### src/hw/rtl/bfhs_pkg.sv
// Shared types and constants for the back/forward history stacks.
package bfhs_pkg;

   localparam int DEPTH_DEFAULT = 16;
   localparam int TAG_W         = 32;
   localparam int SCROLL_W      = 32;
   localparam int ENTRY_W       = TAG_W + SCROLL_W;
   localparam int ACTION_W      = 3;

   typedef enum logic [ACTION_W-1:0] {
      ACT_NAVIGATE  = 3'd0,
      ACT_POP_BACK  = 3'd1,
      ACT_POP_FWD   = 3'd2,
      ACT_PUSH_FWD  = 3'd3,
      ACT_PUSH_BACK = 3'd4
   } action_type;

   // One operation on a ring stack for the current word.
   typedef struct packed {
      logic push;
      logic pop;
      logic clear;
   } ring_op_type;

endpackage

### src/hw/rtl/bfhs_ram.sv
// Generic single-write, single-read RAM with a registered read port.
module bfhs_ram #(
   parameter int WIDTH = bfhs_pkg::ENTRY_W,
   parameter int DEPTH = bfhs_pkg::DEPTH_DEFAULT
) (
   input  logic                     clock,
   input  logic                     wr_en,
   input  logic [$clog2(DEPTH)-1:0] wr_addr,
   input  logic [WIDTH-1:0]         wr_data,
   input  logic                     rd_en,
   input  logic [$clog2(DEPTH)-1:0] rd_addr,
   output logic [WIDTH-1:0]         rd_data
);

   logic [WIDTH-1:0] mem_ff [DEPTH];
   logic [WIDTH-1:0] rd_data_ff;

   always_ff @(posedge clock) begin
      if (wr_en) begin
         mem_ff[wr_addr] <= wr_data;
      end
      if (rd_en) begin
         rd_data_ff <= mem_ff[rd_addr];
      end
   end

   assign rd_data = rd_data_ff;

endmodule

### src/hw/rtl/bfhs_ring.sv
// Bounded ring stack: count and oldest pointer plus the entry RAM.
module bfhs_ring #(
   parameter int DEPTH = bfhs_pkg::DEPTH_DEFAULT
) (
   input  logic                         clock,
   input  logic                         reset,
   input  bfhs_pkg::ring_op_type        op,
   input  logic [bfhs_pkg::ENTRY_W-1:0] wr_data,
   output logic [$clog2(DEPTH+1)-1:0]   count,
   output logic                         hit,
   output logic [bfhs_pkg::ENTRY_W-1:0] rd_data
);

   localparam int AW = $clog2(DEPTH);
   localparam int CW = $clog2(DEPTH + 1);
   localparam int SW = CW + 1;

   logic [CW-1:0] count_ff, count_in;
   logic [AW-1:0] oldest_ff, oldest_in;
   logic [SW-1:0] base_sum;
   logic [SW-1:0] top_sum;
   logic [SW-1:0] next_sum;
   logic [AW:0]   oldest_inc;
   logic [AW-1:0] push_slot;
   logic [AW-1:0] pop_slot;
   logic          full;
   logic          wr_en;

   assign full       = (count_ff == CW'(DEPTH));
   assign hit        = op.pop && (count_ff != '0);
   assign base_sum   = SW'(oldest_ff) + SW'(count_ff);
   assign top_sum    = base_sum - SW'(1);
   assign oldest_inc = {1'b0, oldest_ff} + (AW+1)'(1);

   // Sums stay below twice the depth, so one conditional subtract wraps them.
   assign next_sum  = (base_sum >= SW'(DEPTH)) ? base_sum - SW'(DEPTH) : base_sum;
   assign push_slot = full ? oldest_ff : next_sum[AW-1:0];
   assign pop_slot  = (top_sum >= SW'(DEPTH)) ? AW'(top_sum - SW'(DEPTH))
                                              : top_sum[AW-1:0];
   assign wr_en     = op.push;

   always_comb begin
      count_in  = count_ff;
      oldest_in = oldest_ff;
      if (op.clear) begin
         count_in  = '0;
         oldest_in = '0;
      end else if (op.push) begin
         if (full) begin
            oldest_in = (oldest_inc == (AW+1)'(DEPTH)) ? '0 : oldest_inc[AW-1:0];
         end else begin
            count_in = count_ff + CW'(1);
         end
      end else if (hit) begin
         count_in = count_ff - CW'(1);
      end
   end

   always_ff @(posedge clock) begin
      if (reset) begin
         count_ff  <= '0;
         oldest_ff <= '0;
      end else begin
         count_ff  <= count_in;
         oldest_ff <= oldest_in;
      end
   end

   bfhs_ram #(
      .WIDTH(bfhs_pkg::ENTRY_W),
      .DEPTH(DEPTH)
   ) u_ram (
      .clock  (clock),
      .wr_en  (wr_en),
      .wr_addr(push_slot),
      .wr_data(wr_data),
      .rd_en  (hit),
      .rd_addr(pop_slot),
      .rd_data(rd_data)
   );

   assign count = count_ff;

endmodule

### src/hw/rtl/back_forward_history_stacks_top.sv
// Top level of the back/forward history stacks with stream input and result ports.
//
//   Port group  Dir  tuser             tdata (lowest bits first)
//   req_*       in   action (3)        entry_tag (32), scroll_bits (32)
//   rsp_*       out  found (1)         entry_tag_out (32), scroll_bits_out (32),
//                                      back_depth, forward_depth, zero fill
//
// A word is accepted in every cycle when the result side keeps up; each word gives one
// result word. The stack RAMs have a registered read, so a word first enters the read
// stage as the pointers update and one slot is read or written, then moves on to the
// result register once that register is free or drained. Reset is synchronous and clears both
// stack counts and pointers; stored entries are not cleared. A stalled result holds in
// the result register while one more word can sit in the read stage behind it.
module back_forward_history_stacks_top #(
   parameter int DEPTH = bfhs_pkg::DEPTH_DEFAULT
) (
   input  logic clock,
   input  logic reset,
   // req_tdata: entry_tag [31:0], scroll_bits [63:32]
   input  logic                             req_tvalid,
   output logic                             req_tready,
   input  logic [bfhs_pkg::ENTRY_W-1:0]     req_tdata,
   // req_tuser: action [2:0]
   input  logic [bfhs_pkg::ACTION_W-1:0]    req_tuser,
   // rsp_tdata: entry_tag_out, scroll_bits_out, back_depth, forward_depth, zero fill
   output logic                             rsp_tvalid,
   input  logic                             rsp_tready,
   output logic [((bfhs_pkg::ENTRY_W + 2*$clog2(DEPTH+1) + 7) / 8) * 8 - 1:0] rsp_tdata,
   // rsp_tuser: found [0]
   output logic                             rsp_tuser
);

   localparam int CW     = $clog2(DEPTH + 1);
   localparam int PAY_W  = bfhs_pkg::ENTRY_W + 2*CW;
   localparam int DATA_W = ((PAY_W + 7) / 8) * 8;

   bfhs_pkg::ring_op_type back_op, fwd_op;
   bfhs_pkg::action_type  action;

   logic [CW-1:0]                back_count, fwd_count;
   logic                         back_hit, fwd_hit;
   logic [bfhs_pkg::ENTRY_W-1:0] back_rd, fwd_rd;
   logic [bfhs_pkg::ENTRY_W-1:0] push_entry;
   logic                         req_accept;
   logic                         s1_move;
   logic                         found;

   // Read stage: the word that was just applied to the stacks.
   logic s1_valid_ff, s1_valid_in;
   logic s1_found_ff;
   logic s1_popped_ff;
   logic s1_from_fwd_ff;

   // Result register.
   logic                         out_valid_ff, out_valid_in;
   logic                         out_found_ff;
   logic [bfhs_pkg::ENTRY_W-1:0] out_entry_ff, out_entry_in;
   logic [CW-1:0]                out_back_ff;
   logic [CW-1:0]                out_fwd_ff;

   assign action     = bfhs_pkg::action_type'(req_tuser);
   assign s1_move    = s1_valid_ff && (!out_valid_ff || rsp_tready);
   assign req_tready = !s1_valid_ff || s1_move;
   assign req_accept = req_tvalid && req_tready;

   // The tag sits in the high half of a stored entry.
   assign push_entry = {req_tdata[bfhs_pkg::TAG_W-1:0],
                        req_tdata[bfhs_pkg::ENTRY_W-1:bfhs_pkg::TAG_W]};

   always_comb begin
      back_op = '0;
      fwd_op  = '0;
      found   = 1'b0;
      if (req_accept) begin
         case (action)
            bfhs_pkg::ACT_NAVIGATE: begin
               back_op.push = 1'b1;
               fwd_op.clear = 1'b1;
               found        = 1'b1;
            end
            bfhs_pkg::ACT_POP_BACK: begin
               back_op.pop = 1'b1;
               found       = (back_count != '0);
            end
            bfhs_pkg::ACT_POP_FWD: begin
               fwd_op.pop = 1'b1;
               found      = (fwd_count != '0);
            end
            bfhs_pkg::ACT_PUSH_FWD: begin
               fwd_op.push = 1'b1;
               found       = 1'b1;
            end
            bfhs_pkg::ACT_PUSH_BACK: begin
               back_op.push = 1'b1;
               found        = 1'b1;
            end
            default: begin
               found = 1'b0;
            end
         endcase
      end
   end

   bfhs_ring #(.DEPTH(DEPTH)) u_back (
      .clock  (clock),
      .reset  (reset),
      .op     (back_op),
      .wr_data(push_entry),
      .count  (back_count),
      .hit    (back_hit),
      .rd_data(back_rd)
   );

   bfhs_ring #(.DEPTH(DEPTH)) u_fwd (
      .clock  (clock),
      .reset  (reset),
      .op     (fwd_op),
      .wr_data(push_entry),
      .count  (fwd_count),
      .hit    (fwd_hit),
      .rd_data(fwd_rd)
   );

   assign s1_valid_in  = req_accept || (s1_valid_ff && !s1_move);
   assign out_valid_in = s1_move || (out_valid_ff && !rsp_tready);

   // RAM read data is held until the next read, which only starts as the read
   // stage drains, so it is still valid when the word moves on.
   always_comb begin
      out_entry_in = '0;
      if (s1_popped_ff) begin
         out_entry_in = s1_from_fwd_ff ? fwd_rd : back_rd;
      end
   end

   always_ff @(posedge clock) begin
      if (reset) begin
         s1_valid_ff  <= 1'b0;
         out_valid_ff <= 1'b0;
      end else begin
         s1_valid_ff  <= s1_valid_in;
         out_valid_ff <= out_valid_in;
      end
   end

   always_ff @(posedge clock) begin
      if (req_accept) begin
         s1_found_ff    <= found;
         s1_popped_ff   <= back_op.pop ? back_hit : fwd_hit && fwd_op.pop;
         s1_from_fwd_ff <= fwd_op.pop;
      end
      // The stack counts always reflect the word in the read stage, since no
      // later word can have been applied while it waits there.
      if (s1_move) begin
         out_found_ff <= s1_found_ff;
         out_entry_ff <= out_entry_in;
         out_back_ff  <= back_count;
         out_fwd_ff   <= fwd_count;
      end
   end

   assign rsp_tvalid = out_valid_ff;
   assign rsp_tuser  = out_found_ff;
   assign rsp_tdata  = DATA_W'({out_fwd_ff, out_back_ff,
                                out_entry_ff[bfhs_pkg::SCROLL_W-1:0],
                                out_entry_ff[bfhs_pkg::ENTRY_W-1:bfhs_pkg::SCROLL_W]});

`ifndef SYNTHESIS
   a_back_bound: assert property (@(posedge clock) disable iff (reset)
      (back_count <= CW'(DEPTH)) && (fwd_count <= CW'(DEPTH)))
      else $error("stack count beyond depth");

   a_nav_clears_fwd: assert property (@(posedge clock) disable iff (reset)
      (req_accept && (req_tuser == bfhs_pkg::ACT_NAVIGATE)) |=> (fwd_count == '0))
      else $error("navigate left forward entries");

   a_full_push_keeps: assert property (@(posedge clock) disable iff (reset)
      (req_accept && (req_tuser == bfhs_pkg::ACT_PUSH_BACK) &&
       (back_count == CW'(DEPTH))) |=> (back_count == CW'(DEPTH)))
      else $error("push onto full back stack changed its count");

   a_empty_pop: assert property (@(posedge clock) disable iff (reset)
      (req_accept && (req_tuser == bfhs_pkg::ACT_POP_BACK) && (back_count == '0))
      |=> (back_count == '0) && !s1_found_ff && !s1_popped_ff)
      else $error("empty back pop reported an entry");
`endif

endmodule
### config.mk
export PLATFORM = sky130hd
export DESIGN_NAME = back_forward_history_stacks_top
export DESIGN_NICKNAME = d
export VERILOG_FILES = /design/src/hw/rtl/bfhs_pkg.sv /design/src/hw/rtl/bfhs_ram.sv /design/src/hw/rtl/bfhs_ring.sv /design/src/hw/rtl/back_forward_history_stacks_top.sv
export SDC_FILE = /design/constraint.sdc
export NUM_CORES = 2
export LEC_CHECK = 0
export ABC_AREA = 1
export BUFFER_PORTS_ARGS = -buffer_cell sky130_fd_sc_hd__buf_2
export CORE_ASPECT_RATIO = 1.25
export CORE_MARGIN = 5
export CORE_UTILIZATION = 55
export CTS_BUF_LIST = sky130_fd_sc_hd__clkbuf_8
export CTS_CLUSTER_DIAMETER = 150
export CTS_CLUSTER_SIZE = 20
export DETAILED_ROUTE_END_ITERATION = 8
export MAX_ROUTING_LAYER = met4
export PLACE_DENSITY = 0.71
export SLEW_MARGIN = 10
export SYNTH_ARGS = -nofsm -noshare
export SYNTH_HDL_FRONTEND = slang
export SYNTH_SLANG_ARGS = --single-unit
### constraint.sdc
create_clock -name clock -period 11 [get_ports clock]
set_clock_uncertainty 0.15 [all_clocks]
set_input_delay 0 -clock clock [delete_from_list [all_inputs] [get_ports clock]]
set_output_delay 0 -clock clock [all_outputs]
set_load 0.02 [all_outputs]
==> Yosys cells after proc, flatten, opt, wreduce, memory -nomap -nowiden <==
Memory sizes are Yosys's and may differ from the RTL's. A register that Yosys moved wholly into a read port is not among the register bits.
Index checks and enable logic that the tools add are counted.
{ "totals": {"ram_bits": 2048, "input_bits": 71, "mem_count": 2, "ff_bits": 98} }
{ "classes": {"addsub": 14, "reduce_logical": 27, "order_cmp": 4, "eq_ne": 10, "muxes": 28} }
{ "mem_list": {"columns": ["memory", "words", "word_bits", "read_ports", "rd_clocked_by_memory_dff", "wr", "line", "rtl"], "rows": [
  ["u_back.u_ram.mem_ff", 16, 64, 1, 1, 1, "bfhs_ram.sv:15", "logic [WIDTH-1:0] mem_ff [DEPTH];"],
  ["u_fwd.u_ram.mem_ff", 16, 64, 1, 1, 1, "bfhs_ram.sv:15", null]
]} }
{ "ops": {"columns": ["cell", "n"], "rows": [
  ["two-way mux 64 bit", 1],
  ["two-way mux 4 bit", 8],
  ["two-way mux 5 bit", 6],
  ["greater-or-equal comparator 6 x 5 -> 1 bit, second input constant", 4],
  ["== test 5 bit, second input constant", 4],
  ["subtractor 4 x 1 -> 4 bit, second input constant", 4],
  ["adder 4 x 5 -> 6 bit", 2],
  ["subtractor 6 x 1 -> 6 bit, second input constant", 2],
  ["adder 4 x 1 -> 5 bit, second input constant", 2],
  ["adder 5 x 1 -> 5 bit, second input constant", 2],
  ["two-way mux 1 bit", 10],
  ["nonzero test 5 bit", 2],
  ["subtractor 5 x 1 -> 5 bit, second input constant", 2],
  ["AND reduction 2 bit", 4],
  ["logical AND 1 bit", 7],
  ["== test 3 x 2 -> 1 bit, second input constant", 2],
  ["zero test 1 bit", 4],
  ["logical OR 1 bit", 4],
  ["inequality test 2 bit, second input constant", 2],
  ["nonzero test 2 bit", 2],
  ["OR reduction 2 bit", 2],
  ["== test 3 x 1 -> 1 bit, second input constant", 1],
  ["== test 3 bit, second input constant", 1],
  ["zero test 3 bit", 1],
  ["other kinds (4)", 4]
]} }

==> Logic depth before layout (Yosys ltp) <==
{ "logic_depth": {"depth_word": 9, "depth_mapped": 16, "depth_no_buf": 12} }

==> Modules after synthesis <==
A second synthesis with hierarchy kept.
{ "unflattened": {"hier_cells": 8996, "area_unflattened_um2": 97139.4} }
{ "by_module_without_submodules": {"columns": ["module", "n_inst", "cells_each", "area_each_um2"], "rows": [
  ["bfhs_ram", 2, 4210, 45926.5],
  ["back_forward_history_stacks_top", 1, 340, 3657.3],
  ["bfhs_ring", 2, 118, 814.5]
]} }

==> Least setup slack after synthesis <==
No wires, ideal clock.
{ "synth_timing": {"path_kind": "flip-flop to flip-flop", "startpoint": "register u_fwd.count_ff[0] (netlist: u_fwd.count[0])", "endpoint": "memory u_fwd.u_ram.mem_ff[8][0] in the netlist's numbering, enable pin", "path_stages_with_launch": 11, "arrival_ns": 4.312, "path_slack_ns": 6.051, "setup_time_ns": 0.486, "required_time_ns": 10.364, "cell_sequence": "dfxtp_1 -> ha_1 -> buf_4 -> buf_4 -> buf_4 -> buf_6 -> nand2_1 -> o21ai_1 -> inv_1 -> nand3_1 -> nor2_1"} }
{ "synth_between": {"elab_chain_len": 4, "word_cells_on_any_way": 6} }
{ "synth_lines": {"columns": ["element", "line", "rtl"], "rows": [
  ["start: declaration", "bfhs_ring.sv:18", "logic [CW-1:0] count_ff, count_in;"],
  ["start signal: assignment", "bfhs_ring.sv:64", "count_ff <= count_in;"],
  ["adder 4 x 5 -> 6 bit", "bfhs_ring.sv:31", "assign base_sum = SW'(oldest_ff) + SW'(count_ff);"],
  ["greater-or-equal comparator 6 x 5 -> 1 bit or subtractor 4 x 1 -> 4 bit (tied branches)", "bfhs_ring.sv:36", "assign next_sum = (base_sum >= SW'(DEPTH)) ? base_sum - SW'(DEPTH) : base_sum;"],
  ["two-way mux 4 bit", "bfhs_ring.sv:36", null],
  ["two-way mux 4 bit *", "bfhs_ring.sv:37", "assign push_slot = full ? oldest_ff : next_sum[AW-1:0];"],
  ["end: declaration", "bfhs_ram.sv:15", null]
]} }
Mark *: on every way between the ends. The rest lies on a longest branch, timed or not.

==> Final worst setup path <==
{ "layout_timing": {"startpoint": "register u_fwd.count_ff[0] (netlist: u_fwd.count[0])", "endpoint": "register u_fwd.u_ram.rd_data_ff[33] (netlist: u_fwd.u_ram.rd_data[33]) (read register of u_fwd.u_ram.mem_ff), data pin"} }
{ "layout_between": {"elab_chain_len": 4, "word_cells_on_any_way": 7} }
{ "layout_lines": {"columns": ["element", "line", "rtl"], "rows": [
  ["adder 4 x 5 -> 6 bit", "bfhs_ring.sv:31", null],
  ["subtractor 6 x 1 -> 6 bit", "bfhs_ring.sv:32", "assign top_sum = base_sum - SW'(1);"],
  ["greater-or-equal comparator 6 x 5 -> 1 bit or subtractor 4 x 1 -> 4 bit (tied branches)", "bfhs_ring.sv:38", "assign pop_slot = (top_sum >= SW'(DEPTH)) ? AW'(top_sum - SW'(DEPTH))"],
  ["two-way mux 4 bit", "bfhs_ring.sv:38", null],
  ["end: declaration", "bfhs_ram.sv:16", "logic [WIDTH-1:0] rd_data_ff;"]
]} }
Several ways; a longest one is shown, not always the timed one.
A chain may end at the register's enable or synchronous reset.

==> results.rst <==
.. list-table::
   :header-rows: 1

   * - Metric
     - Value
   * - Starting density of the core
     - 0.553
   * - Fill cell instance count of the final layout
     - 12600
   * - Switching Power
     - 3.89 mW
   * - Total global routing overflow
     - 0
   * - Cell type contributing the most total cell area after synthesis
     - sky130_fd_sc_hd__edfxtp_1
   * - Ratio of cells with drive above 1 in the final layout
     - 0.0609
   * - Flip-flop cell with the highest count after synthesis
     - sky130_fd_sc_hd__edfxtp_1
   * - Via count
     - 57800
   * - Most common cell in the synthesized netlist
     - sky130_fd_sc_hd__edfxtp_1
   * - Sequential group share of total power
     - 0.637
   * - ANT nets after route
     - 0
   * - Average cell area after synthesis
     - 12.6 µm²
   * - Hold/Removal Path Class
     - in -> reg
   * - Buffer levels on the longest clock path
     - 3
   * - Number of placed I/O pins
     - 154
   * - Combinational share of power
     - 0.126
   * - Endpoint class of the critical path
     - flop
   * - Worst hold slack
     - 0.191 ns
   * - Final number of hold-violating endpoints
     - 0
   * - Internal power component
     - 11.3 mW
   * - Number of max-cap violations
     - 0
   * - Final Total Pwr
     - 15.2 mW
   * - Max VDD drop
     - 0.000137 V
   * - Die outline area
     - 0.171 mm²
   * - Required time at the worst-slack endpoint
     - 11.64 ns
   * - Crit. Startpoint
     - u_fwd.count[0]
   * - CTS Root Buffer Type
     - sky130_fd_sc_hd__clkbuf_8
   * - Critical R2R Launch
     - u_fwd.count[0]
   * - Worst Hold Launch
     - reset
   * - Number of antenna violations at the first check in global routing
     - 18
   * - Final clock period utilization by the worst path
     - 0.473
   * - Count of final max-slew check failures
     - 0
   * - Total placed cells including tap cells
     - 9081
   * - CTS tree
     - yes
   * - Synth async-reset ratio
     - 0
   * - Num Clock Sinks
     - 2274
   * - Horizontal die dimension
     - 371 µm
   * - Number of optimization iterations in the first detailed-route pass
     - 8
   * - Maximum number of pins on one net before global-route repair
     - 217
   * - Signal arrival time at the worst endpoint
     - 5.85 ns
   * - Sequential share of the synthesized area
     - 0.761
   * - Worst-margin pin slew
     - 1.32 ns
   * - Depth of the CTS H-tree
     - 4
   * - Clock latency reported for the late side of the worst-skew pair
     - 0.95 ns
   * - Area delta synth->final
     - 6.74%
   * - Netlist area before placement
     - 0.0895 mm²
   * - Max Fclk
     - 192 MHz
   * - Total GRT Usage
     - 0.282
   * - Number of port buffers
     - 147
   * - Vertical die dimension
     - 461 µm
   * - Largest fanout on the critical path
     - 163
   * - Final weighted congestion in routability-driven placement
     - 0.815
   * - Iter 0 DRT Violations
     - 8169
   * - Final total negative setup slack
     - 0 ns
   * - R2r setup slk
     - 5.80 ns
   * - Area share of the largest cell type after synthesis
     - 0.756
   * - Total power divided by cell area
     - 159 mW/mm²
   * - Number of enable flip-flop cells after synthesis
     - 2254
   * - Count of placed standard cells in the final layout, fillers left out
     - 9394
   * - Routed wirelength normalized by instance count
     - 25.3 µm
   * - Wire length of the first global-routing pass
     - 349000 µm
   * - Cell types occupying the most area after synthesis
     - sky130_fd_sc_hd__edfxtp_1, sky130_fd_sc_hd__nand2_1, sky130_fd_sc_hd__o21ai_0
   * - Worst Setup Slack post-DPL
     - 5.77 ns
   * - Max-slew headroom
     - 0.118
   * - Static leakage power
     - 32.3 nW
   * - Core Region
     - 0.162 mm²
   * - Residual DRC
     - 0
   * - Detail-routed via count per cell
     - 6.15
   * - Nets@finish
     - 7284
   * - Shortest clock period the worst path allows after layout
     - 5.20 ns
   * - Count of state elements after synthesis
     - 2274
   * - Classification of the worst setup path
     - reg -> reg
   * - Standard-cell row count
     - 165
   * - Clock edge transition at the registers on the reported setup and hold paths
     - 0.12 ns
   * - Post-Syn Instances
     - 7111
   * - Routed wire length
     - 237000 µm
   * - Vias in the first global route
     - 55400
   * - Worst setup slack after layout
     - 5.80 ns
   * - Power share of the clock group
     - 0.237
   * - Run status
     - complete, no violations
   * - Most used standard cells in the synthesized netlist
     - sky130_fd_sc_hd__edfxtp_1, sky130_fd_sc_hd__nand2_1, sky130_fd_sc_hd__nor2_1, sky130_fd_sc_hd__o21ai_0, sky130_fd_sc_hd__nand3_1
   * - Final number of setup-violating endpoints
     - 0
   * - Hpwl dp
     - 117000 µm
   * - Launching element type of the critical path
     - flop
   * - Cts bufs inserted
     - 131
   * - Unrepaired setup endpoints after global routing
     - false
   * - Number of warnings reported in the yosys synthesis log
     - 0
   * - Fraction of power spent switching nets
     - 0.257
   * - Number of distinct library cell variants in the gate-level netlist after synthesis
     - 33
## cell type report
class | count | area [µm²] | area share
clock inverters | 18 | 92.6 | 0.000969
inverters | 50 | 248 | 0.00259
repair buffers | 391 | 3050 | 0.0319
well taps | 2171 | 2720 | 0.0284
flip-flops and latches | 2274 | 68100 | 0.713
diodes | 11 | 27.5 | 0.000288
multi-input cells | 4345 | 19500 | 0.204
clock buffers | 134 | 1840 | 0.0193
## worst max-delay path: stages (launching register included)
cell and delay [ns]:
sky130_fd_sc_hd__dfxtp_1 0.53, sky130_fd_sc_hd__ha_4 0.46, sky130_fd_sc_hd__inv_16 0.40, sky130_fd_sc_hd__buf_4 0.90
sky130_fd_sc_hd__buf_4 0.85, sky130_fd_sc_hd__buf_4 0.84, sky130_fd_sc_hd__o21ai_0 0.17, sky130_fd_sc_hd__o22ai_1 0.20
sky130_fd_sc_hd__nand2_1 0.08, sky130_fd_sc_hd__nand2_1 0.11, sky130_fd_sc_hd__nand2_1 0.06, sky130_fd_sc_hd__o21ai_1 0.11
## cells by family (layout without fill, tap and decap cells)
family | count (synthesis) | in the layout | synth area share
and+or+nand+nor | 2991 | 2991 | 0.131
DFF | 2274 | 2274 | 0.761
AOI/OAI and AO/OA | 1317 | 1317 | 0.0782
buffers and inverters | 497 | 593 | 0.0259
adders and majority gates | 20 | 20 | 0.00313
xor gates and xnor gates | 11 | 11 | 0.00116
other | 1 | 17 | 0.0000419
## power groups by stage
stage,Sequential (mW),Clock [mW],Combinational [mW]
finish,9.65,3.59,1.91
global route,9.66,3.97,2.09
CTS,9.65,3.63,1.88
detailed placement,9.85,0,1.83
global placement,9.84,0,1.79
floorplan,9.86,0,1.18
## per-stage QoR
| step | util | cell area [µm²] |
|---|---|---|
| global placement | 0.569 | 92100 |
| detailed placement | 0.569 | 92100 |
| global route | 0.590 | 95500 |
| floorplan | - | 89500 |
| finish | 0.590 | 95500 |
| CTS | 0.590 | 95500 |
## cells in the final DEF, fill, tap and decap left out, types with 2 or more instances in the layout
master / n
sky130_fd_sc_hd__conb_1: 6
sky130_fd_sc_hd__ha_4: 4
sky130_fd_sc_hd__inv_16: 2
sky130_fd_sc_hd__o21ai_0: 864
sky130_fd_sc_hd__ha_1: 12
sky130_fd_sc_hd__clkinvlp_4: 4
sky130_fd_sc_hd__buf_12: 9
sky130_fd_sc_hd__clkinv_2: 2
sky130_fd_sc_hd__nor2_1: 1051
sky130_fd_sc_hd__xnor2_1: 3
sky130_fd_sc_hd__clkbuf_8: 134
sky130_fd_sc_hd__a21oi_1: 20
sky130_fd_sc_hd__nand2_4: 3
sky130_fd_sc_hd__edfxtp_1: 2254
sky130_fd_sc_hd__xor2_1: 5
sky130_fd_sc_hd__fa_1: 4
sky130_fd_sc_hd__nand2_1: 1526
sky130_fd_sc_hd__o22ai_1: 320
sky130_fd_sc_hd__dfxtp_1: 20
sky130_fd_sc_hd__inv_1: 53
sky130_fd_sc_hd__nand3_1: 371
sky130_fd_sc_hd__buf_4: 87
sky130_fd_sc_hd__nand4_1: 2
sky130_fd_sc_hd__dlygate4sd3_1: 148
sky130_fd_sc_hd__o21ai_1: 111
sky130_fd_sc_hd__nor2_4: 32
sky130_fd_sc_hd__buf_2: 147
sky130_fd_sc_hd__diode_2: 11
sky130_fd_sc_hd__inv_4: 2
## flip-flops by register name (all words and copies together), names as in the netlist
register	count
rsp_tvalid	1
s1_found_ff	1
u_back.u_ram.mem_ff	1024
u_back.oldest_ff	4
s1_popped_ff	1
u_fwd.u_ram.rd_data	64
u_back.count	5
rsp_tuser	1
s1_valid_ff	1
u_fwd.u_ram.mem_ff	1024
out_entry_ff	64
u_back.u_ram.rd_data	64
u_fwd.oldest_ff	4
s1_from_fwd_ff	1
out_fwd_ff	5
u_fwd.count	5
out_back_ff	5
## layer usage
metal,global-route usage,share of wire,vias to the layer above
met4,0.106,0.040,0
met1,0.368,0.38,28400
li1,-,-,25400
met5,-,0,-
met2,0.455,0.48,3415
met3,0.0454,0.10,594
## repair_timing
action / in CTS / in global routing
hold buffers: 150 / 0
resized for setup: 0 / 0
hold endpoints to repair: 2212 / 0
setup buffers: 0 / 0
## final timing paths
kind | to | depth (start not counted)
setup reg to reg | u_fwd.u_ram.rd_data[33] | 11
setup / recovery | u_fwd.u_ram.rd_data[33] | 11
hold reg to reg | rsp_tuser | 0
hold / removal | s1_valid_ff | 4
No activity file was read; power rests on OpenSTA's default activity.
